--- config.mk ---
export PLATFORM = sky130hd
export DESIGN_NAME = battery_voltage_block_average_gauge_core
export DESIGN_NICKNAME = d
export VERILOG_FILES = /design/src/rtl/core/bvg_pkg.sv /design/src/rtl/core/battery_voltage_block_average_gauge_core.sv /design/src/rtl/core/bvg_accum.sv /design/src/rtl/core/bvg_level.sv
export SDC_FILE = /design/constraint.sdc
export NUM_CORES = 1
export LEC_CHECK = 0
export ABC_AREA = 1
export BUFFER_PORTS_ARGS = -buffer_cell sky130_fd_sc_hd__buf_2
export CORE_ASPECT_RATIO = 0.7
export CORE_MARGIN = 3
export CORE_UTILIZATION = 50
export CTS_CLUSTER_SIZE = 20
export DETAILED_ROUTE_END_ITERATION = 6
export PLACE_DENSITY = 0.69
export SYNTH_ARGS = -nofsm -noshare
export SYNTH_HDL_FRONTEND = slang
export SYNTH_SLANG_ARGS = --single-unit
--- constraint.sdc ---
create_clock -name clk -period 22.6 [get_ports clk]
set_clock_uncertainty 0.2 [all_clocks]
set_input_delay 3.39 -clock clk [delete_from_list [all_inputs] [get_ports clk]]
set_output_delay 3.39 -clock clk [all_outputs]
set_load 0.03 [all_outputs]
--- src/rtl/core/bvg_pkg.sv ---
// Shared constants, types and the threshold table of the battery voltage gauge.
// Used by every module of the gauge; depends on nothing else.
package bvg_pkg;

  localparam int VOLT_W = 16;
  localparam int AGE_W  = 16;
  localparam int SUM_W  = 26;
  localparam int CNT_W  = 10;
  localparam int CAP_W  = 7;

  localparam logic [AGE_W-1:0] STALE_LIMIT_RESET = AGE_W'(2000);

  // The block length is an odd factor times a power of two, so the average is a
  // shift followed by a reciprocal multiplication.
  localparam int BLOCK_SHIFT   = 3;
  localparam int BLOCK_ODD     = 75;
  localparam int BLOCK_SAMPLES = BLOCK_ODD << BLOCK_SHIFT;

  localparam int QUOT_W      = SUM_W - BLOCK_SHIFT;
  localparam int ODD_BITS    = $clog2(BLOCK_ODD);
  localparam int RECIP_SHIFT = QUOT_W + ODD_BITS;
  localparam int RECIP_W     = RECIP_SHIFT - ODD_BITS + 1;
  localparam int PROD_W      = QUOT_W + RECIP_W;
  localparam longint RECIP_MUL =
      ((longint'(1) << RECIP_SHIFT) + longint'(BLOCK_ODD) - 1) / longint'(BLOCK_ODD);

  localparam int TABLE_SIZE    = 21;
  localparam int LEVELS        = 21;
  localparam int ACTIVE_LEVELS = (LEVELS < TABLE_SIZE) ? LEVELS : TABLE_SIZE;
  localparam int LVL_W         = $clog2(TABLE_SIZE);
  localparam int PERCENT_STEP  = 5;

  typedef logic [VOLT_W-1:0] volt_t;

  // Conversion request from the accumulator to the level stage.
  typedef struct packed {
    logic  valid;
    volt_t mv;
  } conv_t;

  function automatic volt_t threshold(input logic [LVL_W-1:0] idx);
    volt_t thr;
    case (idx)
      5'd0:    thr = 16'd38000;
      5'd1:    thr = 16'd38875;
      5'd2:    thr = 16'd39750;
      5'd3:    thr = 16'd40625;
      5'd4:    thr = 16'd41500;
      5'd5:    thr = 16'd42050;
      5'd6:    thr = 16'd42600;
      5'd7:    thr = 16'd43150;
      5'd8:    thr = 16'd43700;
      5'd9:    thr = 16'd44250;
      5'd10:   thr = 16'd44800;
      5'd11:   thr = 16'd45350;
      5'd12:   thr = 16'd45900;
      5'd13:   thr = 16'd46450;
      5'd14:   thr = 16'd47000;
      5'd15:   thr = 16'd47550;
      5'd16:   thr = 16'd48100;
      5'd17:   thr = 16'd48450;
      5'd18:   thr = 16'd48800;
      5'd19:   thr = 16'd49150;
      5'd20:   thr = 16'd49500;
      default: thr = '1;
    endcase
    return thr;
  endfunction

endpackage

--- src/rtl/core/battery_voltage_block_average_gauge_core.sv ---
// Top level of the battery voltage gauge: input register, result register,
// stale limit register. Depends on bvg_pkg, bvg_accum and bvg_level.
//
// Each accepted word (battery voltage in mV, sample age in ms) yields exactly one
// result word. The result holds the capacity estimate in percent and a flag that is
// set when this sample caused a table conversion. While the output side keeps up, a
// word is taken every clock cycle. After acceptance the word is held in the input
// register, then passes once through the sum, block average and threshold compare
// into the result register. While a result is not taken and the input register is
// full, the block holds two words and tready stays low. The stale limit resets to
// 2000 ms and should be written only while the block holds no word in flight.
module battery_voltage_block_average_gauge_core
  import bvg_pkg::*;
(
  input  logic        clk,
  input  logic        rst,
  input  logic        cfg_we,
  input  logic [15:0] cfg_wdata,      // stale_limit_ms
  input  logic        s_axis_tvalid,
  output logic        s_axis_tready,
  input  logic [31:0] s_axis_tdata,   // battery_mv [15:0], sample_age_ms [31:16]
  output logic        m_axis_tvalid,
  input  logic        m_axis_tready,
  output logic [7:0]  m_axis_tdata,   // capacity_percent [6:0], zero [7]
  output logic        m_axis_tuser    // updated
);

  logic [AGE_W-1:0] stale_limit;

  logic             in_valid;
  volt_t            in_mv;
  logic [AGE_W-1:0] in_age;

  logic             out_valid;
  logic [CAP_W-1:0] out_cap;
  logic             out_updated;

  logic             step;
  conv_t            conv;
  logic [CAP_W-1:0] cap_next;

  assign step          = in_valid && (!out_valid || m_axis_tready);
  assign s_axis_tready = !in_valid || step;

  always_ff @(posedge clk) begin
    if (rst) begin
      stale_limit <= STALE_LIMIT_RESET;
      in_valid    <= 1'b0;
      out_valid   <= 1'b0;
    end else begin
      if (cfg_we) begin
        stale_limit <= cfg_wdata;
      end
      if (s_axis_tready) begin
        in_valid <= s_axis_tvalid;
      end
      if (step) begin
        out_valid <= 1'b1;
      end else if (m_axis_tready) begin
        out_valid <= 1'b0;
      end
    end
  end

  always_ff @(posedge clk) begin
    if (s_axis_tready && s_axis_tvalid) begin
      in_mv  <= s_axis_tdata[VOLT_W-1:0];
      in_age <= s_axis_tdata[VOLT_W +: AGE_W];
    end
    if (step) begin
      out_cap     <= cap_next;
      out_updated <= conv.valid;
    end
  end

  bvg_accum u_accum (
    .clk         (clk),
    .rst         (rst),
    .step        (step),
    .mv          (in_mv),
    .age         (in_age),
    .stale_limit (stale_limit),
    .conv        (conv)
  );

  bvg_level u_level (
    .clk      (clk),
    .rst      (rst),
    .step     (step),
    .conv     (conv),
    .cap_next (cap_next)
  );

  assign m_axis_tvalid = out_valid;
  assign m_axis_tdata  = {1'b0, out_cap};
  assign m_axis_tuser  = out_updated;

endmodule

--- src/rtl/core/bvg_accum.sv ---
// Running voltage sum and sample count with the block average.
// Depends on bvg_pkg.
module bvg_accum
  import bvg_pkg::*;
(
  input  logic              clk,
  input  logic              rst,
  input  logic              step,
  input  volt_t             mv,
  input  logic [AGE_W-1:0]  age,
  input  logic [AGE_W-1:0]  stale_limit,
  output conv_t             conv
);

  logic [SUM_W-1:0]   voltage_sum;
  logic [SUM_W-1:0]   voltage_sum_next;
  logic [CNT_W-1:0]   sample_count;
  logic [CNT_W-1:0]   sample_count_next;

  logic               fresh;
  logic [SUM_W-1:0]   sum_add;
  logic [CNT_W-1:0]   cnt_add;
  logic [QUOT_W-1:0]  quot_in;
  logic [PROD_W-1:0]  prod;
  volt_t              avg;

  assign fresh   = age < stale_limit;
  assign sum_add = voltage_sum + SUM_W'(mv);
  assign cnt_add = sample_count + CNT_W'(1);

  // Divide by the block length: drop the power-of-two factor, then multiply by
  // the rounded-up reciprocal of the odd factor.
  assign quot_in = sum_add[SUM_W-1:BLOCK_SHIFT];
  assign prod    = PROD_W'(quot_in) * PROD_W'(RECIP_MUL[RECIP_W-1:0]);
  assign avg     = prod[RECIP_SHIFT +: VOLT_W];

  always_comb begin
    voltage_sum_next  = sum_add;
    sample_count_next = cnt_add;
    conv.valid        = 1'b0;
    conv.mv           = sum_add[VOLT_W-1:0];
    if (!fresh) begin
      voltage_sum_next  = '0;
      sample_count_next = '0;
    end else if (cnt_add == CNT_W'(BLOCK_SAMPLES)) begin
      // The average seeds the next block as a block of one sample.
      voltage_sum_next  = SUM_W'(avg);
      sample_count_next = CNT_W'(1);
      conv.valid        = 1'b1;
      conv.mv           = avg;
    end else if (cnt_add == CNT_W'(1)) begin
      conv.valid = 1'b1;
    end
  end

  always_ff @(posedge clk) begin
    if (rst) begin
      voltage_sum  <= '0;
      sample_count <= '0;
    end else if (step) begin
      voltage_sum  <= voltage_sum_next;
      sample_count <= sample_count_next;
    end
  end

  a_count_below_block: assert property (@(posedge clk) disable iff (rst)
    sample_count < CNT_W'(BLOCK_SAMPLES))
    else $error("sample count reached the block length");

  a_empty_sum_zero: assert property (@(posedge clk) disable iff (rst)
    (sample_count == '0) |-> (voltage_sum == '0))
    else $error("sum not cleared with the count");

  a_stale_clears: assert property (@(posedge clk) disable iff (rst)
    (step && !fresh) |=> (sample_count == '0))
    else $error("stale sample did not clear the count");

endmodule

--- src/rtl/core/bvg_level.sv ---
// Threshold conversion and the held capacity register.
// Depends on bvg_pkg for the threshold table and the conversion request type.
module bvg_level
  import bvg_pkg::*;
(
  input  logic              clk,
  input  logic              rst,
  input  logic              step,
  input  conv_t             conv,
  output logic [CAP_W-1:0]  cap_next
);

  logic [CAP_W-1:0]         held_capacity;
  logic [ACTIVE_LEVELS-1:0] hit;
  logic [LVL_W-1:0]         idx;
  logic                     found;

  always_comb begin
    for (int i = 0; i < ACTIVE_LEVELS; i++) begin
      hit[i] = conv.mv >= threshold(LVL_W'(i));
    end
  end

  // Highest threshold met wins.
  always_comb begin
    idx   = '0;
    found = 1'b0;
    for (int i = 0; i < ACTIVE_LEVELS; i++) begin
      if (hit[i]) begin
        idx   = LVL_W'(i);
        found = 1'b1;
      end
    end
  end

  always_comb begin
    cap_next = held_capacity;
    if (conv.valid && found) begin
      cap_next = CAP_W'(idx) * CAP_W'(PERCENT_STEP);
    end
  end

  always_ff @(posedge clk) begin
    if (rst) begin
      held_capacity <= '0;
    end else if (step) begin
      held_capacity <= cap_next;
    end
  end

endmodule

# Yosys cells after proc, flatten, opt, wreduce, memory -nomap -nowiden
# Index checks and enable logic that the tools add are counted.
# word_totals
input_bits,53
out_inout_bits,11
register_bits,101
wordCells,98
# classes
mux,52
order_cmp,22
n_eq_ne,2
mul,2
reduce_logical,8
addsub,2
# op_table
operator,n
"16-bit greater-or-equal comparator, second input constant",21
26-bit 2-to-1 mux,2
"23-bit by 23-bit multiplier with 45-bit output, second input constant",1
4-bit 2-to-1 mux,8
26-bit by 16-bit adder with 26-bit output,1
1-bit 2-to-1 mux,26
5-bit 2-to-1 mux,5
10-bit 2-to-1 mux,2
17-bit 2-to-1 mux,1
16-bit less-than comparator,1
16-bit 2-to-1 mux,1
3-bit 2-to-1 mux,4
"10-bit by 1-bit adder with 10-bit output, second input constant",1
"10-bit by 1-bit equality test with 1-bit output, second input constant",1
"10-bit equality test, second input constant",1
"5-bit by 3-bit multiplier with 7-bit output, second input constant",1
7-bit 2-to-1 mux,1
2-bit 2-to-1 mux,2
1-bit logical AND,3
1-bit logical NOT,2
1-bit logical OR,2
2-bit nonzero test,1

# Logic depth before layout (Yosys ltp)
# logic_depth
depth_word,29
mapped_depth,72
depth_no_buf,72

# Cells and area by module
# From an unflattened synthesis, not the netlist that was laid out.
# hier_totals
hier_cells,2255
hier_area_um2,16878.7
# by_module_without_submodules
module,n_inst,seq_area_each_um2,area_per_inst_um2,cells_per_inst
bvg_accum,1,720.7,13588.0,1857
battery_voltage_block_average_gauge_core,1,1561.5,1846.8,123
bvg_level,1,140.1,1443.9,275

# Worst setup path before layout
# No wires, ideal clock.
# synth_path
path_kind,register to register
start,reg in_mv[0]
end,reg u_level.held_capacity[4]
path_slack_ns,12.469
arrival_time_ns,9.815
required_time_ns,22.285
path_buffers,0
period_less_slack_ns,10.131
path_stages_with_launch,65
setup_time_ns,0.115
path_cell_list,edfxtp_1 > ha_1 > inv_1 > fa_1 > o21ai_2 > nand3_1 > nand2_1 > nand2_1 > nand2_1 > nand3_1 > nand2_1 > xor2_1 > fa_1 > inv_1 > fa_1 > inv_1 > fa_1 > fa_1 > [... 29 more ...] > nand2_1 > nand2_1 > nand2_1 > nand2_1 > nand2_1 > nand2_1 > nand2_1 > nand2_1 > nand2_1 > nand2_1 > a21oi_1 > ha_1 > ha_1 > fa_1 > nand2_1 > o21ai_0 > o21ai_0 > inv_1
# synth_between
elab_chain_cells,28
word_cells_on_any_way,69
classes_between,1 x add/sub; 2 x mul; 21 x order compare; 44 x mux; 1 x reduce/logical
# synth_lines
element,line,text
"start, declared",battery_voltage_block_average_gauge_core.sv:31,volt_t in_mv;
"start signal, assigned",battery_voltage_block_average_gauge_core.sv:67,in_mv <= s_axis_tdata[VOLT_W-1:0];
26-bit by 16-bit adder with 26-bit output (*),bvg_accum.sv:28,assign sum_add = voltage_sum + SUM_W'(mv);
23-bit by 23-bit multiplier with 45-bit output,bvg_accum.sv:34,assign prod = PROD_W'(quot_in) * PROD_W'(RECIP_MUL[RECIP_W-1:0]);
16-bit 2-to-1 mux,bvg_accum.sv:45,end else if (cnt_add == CNT_W'(BLOCK_SAMPLES)) begin
17-bit 2-to-1 mux (*),bvg_accum.sv:42,if (!fresh) begin
"parallel branches: the longest is 23 deep, another holds 16-bit greater-or-equal comparator",-,
7-bit 2-to-1 mux (*),bvg_level.sv:38,if (conv.valid && found) begin
named net cap_next[4],battery_voltage_block_average_gauge_core.sv:40,logic [CAP_W-1:0] cap_next;
"end signal, assigned",bvg_level.sv:47,held_capacity <= cap_next;
"end, declared",bvg_level.sv:13,logic [CAP_W-1:0] held_capacity;
# Mark *: on every way through the listed nets, which the timed path passes.
# A chain may end at the register's enable or synchronous reset.

# Final worst setup path
# layout_path
start,reg u_accum.voltage_sum[0]
end,reg u_level.held_capacity[5]
# layout_between
elab_chain_cells,28
word_cells_on_any_way,69
classes_between,1 x add/sub; 2 x mul; 21 x order compare; 44 x mux; 1 x reduce/logical
# layout_lines
element,line,text
"start, declared",bvg_accum.sv:15,logic [SUM_W-1:0] voltage_sum;
"start signal, assigned",bvg_accum.sv:61,voltage_sum <= voltage_sum_next;
26-bit by 16-bit adder with 26-bit output (*),bvg_accum.sv:28,
23-bit by 23-bit multiplier with 45-bit output,bvg_accum.sv:34,
16-bit 2-to-1 mux,bvg_accum.sv:45,
17-bit 2-to-1 mux (*),bvg_accum.sv:42,
"parallel branches: the longest is 23 deep, another holds 16-bit greater-or-equal comparator",-,
7-bit 2-to-1 mux (*),bvg_level.sv:38,
named net cap_next[5],battery_voltage_block_average_gauge_core.sv:40,
# Marked as above.

==> flow_summary.yaml <==
cts:
  cts_sinks: 101
  cts_tree: "built"
  cts_hold_buf: 0
  clk_latency_ns: 0.39
  cts_root_buffer: "clkbuf_16"
  cts_buffers: 9
  path_clk_slew_ns: 0.09
  htreeDepth: 3
  cts_setup_buffers: 0
  clk_path_buf_depth: 2
  cts_resized: 0
global_route:
  grt_overflow: 0
  track_usage_pct: 29.9
  grt_max_degree: 41
  antenna_found_initial: 0
  grt_pass1_vias: 14500
  grt_pass1_wl_mm: 82.4
yosys:
  ys_top_cells_by_area: "fa_1, ha_1, inv_1"
  netlist_instances: 2326
  yosysUniqueCellTypes: 49
  syn_area_um2: 17000
  yosysTopAreaCell: "fa_1"
  syn_area_per_cell_um2: 7.29
  synth_nets: 2800
  synth_top_area_share_pct: 22.3
  ys.flop_type: "dfxtp_1"
  synth-seq-cells: 101
  ys_seq_area_share_pct: 14.3
  async_reset_ff_share_pct: 0
  synth_edf_count: 40
  synth_warnings: 0
route:
  vias: 14800
  drtIter0Drc: 1484
  first_pass_iters: 7
  drc: 18
  vias_per_cell: 5.26
  wl_per_cell_um: 18.7
  routed_wl_mm: 52.6
  ant_nets: 0
placed_design:
  numPortBuffers: 62
  place.gp.congestion: 1.02
  post-dp-hpwl_mm: 45.6
  place_area_um2: 17800
setup_path:
  cp_slowest_cell: "fa_1"
  r2r_slack_ns: 10.21
  reg2reg_to: "u_level.held_capacity[5]"
  cp-startpoint: "u_accum.voltage_sum[0]"
  cp_num_cells: 64
  endpoint_kind: "flip-flop"
  crit_path_frequent_cell: "nand2_1"
  crit_required_ns: 22.67
  crit_path_end: "u_level.held_capacity[5]"
  cp_max_fo: 7
  crit_family: "adder cells"
  crit_arrival_ns: 12.46
  r2r_start: "u_accum.voltage_sum[0]"
  slowest_delay_ns: 0.67
  critical_path_class: "reg -> reg"
  crit_buf_inv: 8
  reg2reg_depth: 64
  crit_path_start_kind: "flip-flop"
final_layout:
  fin_nets: 2860
  drive_gt1_share_pct: 6.65
  final_area_um2: 18100
  n_antenna_cell: 0
  area_delta_synth_final_pct: 6.46
job:
  cap_viol_max_count: 0
timing:
  fin_tns_setup_ns: 0
  worst_slew_pin_slew_ns: 1.06
  fin_crit_ns: 12.39
  setup-violations-final: 0
  drv_slew: 0
  max-slew-margin-rel_pct: 29.0
  rsz0062_at_grt: "false"
  finalHoldViolCount: 0
  fin_crit_sh_pct: 54.8
  fmax_mhz: 80.7
floorplanning:
  die_x_um: 226
  core_um2: 32900
  die_h_um: 160
  fp-row-count: 55
  io_pins: 64
  dieArea_um2: 36200
  start_util_pct: 51.6
worst_hold_path:
  hp-class: "reg -> reg"
outcome:
  status: "finished with violations"
  violations: "DRC"
==> sequential cells by signal (all words and copies together), names as in the netlist <==
name,cells
in_valid,1
u_level.held_capacity,7
u_accum.sample_count,10
out_cap,7
m_axis_tvalid,1
in_mv,16
u_accum.voltage_sum,26
stale_limit,16
in_age,16
m_axis_tuser,1
==> synthesized netlist by cell type (2+ instances only) <==
cell	instances
inv_1	606
xor2_1	25
a21oi_1	133
buf_6	2
inv_2	14
a21oi_2	5
o21ai_2	2
ha_1	232
o21ai_0	74
a21o_1	4
nor2_2	8
nor4_1	4
xnor2_1	17
clkbuf_1	17
edfxtp_1	40
a31oi_1	6
clkinv_1	4
o21bai_1	8
nand4_1	16
nor3_1	18
nand3_2	11
nor2_4	3
nand2_4	2
nand3_4	2
buf_2	2
or2_2	2
nand2_1	559
nor2_1	139
o21a_1	2
dfxtp_1	61
nand2_2	18
o211ai_1	2
nand3_1	76
o21ai_1	2
nand3b_1	8
fa_1	189
==> stage by stage <==
stage / util [%] / hold WS [ns] / instances / worst slack, ns
floorplan: - / 0.240 / 2326 / 12.47
global placement: 54.0 / 0.251 / 2802 / 10.73
detailed placement: 54.0 / 0.260 / 2802 / 10.59
CTS: 54.9 / 0.273 / 2818 / 10.51
global route: 54.9 / 0.295 / 2818 / 9.44
finish: 54.9 / 0.271 / 2818 / 10.21
==> final cells by class <==
class,count,area (um2)
clock inverter,7,66.3
sequential,101,2420
multi-input combinational,1577,12100
timing repair buffer,73,393
clock buffer,9,225
fill,3194,14800
inverter,624,2340
tap,427,534
==> metal layers <==
metal	routed length, um	global-route usage (%)	share of wire [%]
met5	0	0	0
met4	702	5.39	1.3
met3	6370	11.3	12
met2	19900	39.9	38
met1	25600	45.7	49
==> how the worst min path moves through the flow <==
stage / startpoint / to / slack (ns) / cells past startpoint
finish: stale_limit[14] / stale_limit[14] / 0.27 / 2
global route: u_accum.voltage_sum[25] / u_accum.voltage_sum[25] / 0.30 / 2
CTS: stale_limit[12] / stale_limit[12] / 0.27 / 2
detailed placement: stale_limit[12] / stale_limit[12] / 0.26 / 2
global placement: stale_limit[1] / stale_limit[1] / 0.25 / 2
floorplan: stale_limit[13] / stale_limit[13] / 0.24 / 2
==> cells in the final DEF, fill, tap and decap left out, types with 6 or more instances in the layout <==
| master | netlist | routed |
|---|---|---|
| clkbuf_16 | 0 | 9 |
| edfxtp_1 | 40 | 40 |
| nor2_1 | 139 | 139 |
| dfxtp_1 | 61 | 61 |
| nand3_2 | 11 | 11 |
| nand3_1 | 76 | 76 |
| inv_1 | 606 | 606 |
| ha_1 | 232 | 232 |
| nand3b_1 | 8 | 8 |
| a21oi_1 | 133 | 133 |
| inv_2 | 14 | 14 |
| xor2_1 | 25 | 25 |
| o21bai_1 | 8 | 8 |
| o21ai_0 | 74 | 74 |
| nor3_1 | 18 | 18 |
| nor2_2 | 8 | 8 |
| xnor2_1 | 17 | 17 |
| buf_4 | 1 | 11 |
| nand2_2 | 18 | 18 |
| buf_2 | 2 | 62 |
| a31oi_1 | 6 | 6 |
| nand2_1 | 559 | 559 |
| fa_1 | 189 | 189 |
| nand4_1 | 16 | 16 |
==> worst register-to-register path: cells and delay by family (launching register included) <==
kind                       cells  cell delay (ns)
AOI/OAI and AO/OA              5             1.09
xor gates and xnor gates       2             0.65
DFF                            1             0.34
adders and majority gates     13             5.19
buffers and inverters          8             0.95
and+or+nand+nor               36             3.83
==> logic make-up after synthesis <==
logic type	synth area share, %
xor gates and xnor gates	2.17
DFF	14.3
other	0.0221
adders and majority gates	39.4
AOI/OAI and AO/OA	7.79
buffers and inverters	14.5
and+or+nand+nor	21.8
Power is left out: the tool's default activity adds up to more than one toggle a clock period on the data nets, which glitch-free logic cannot reach.
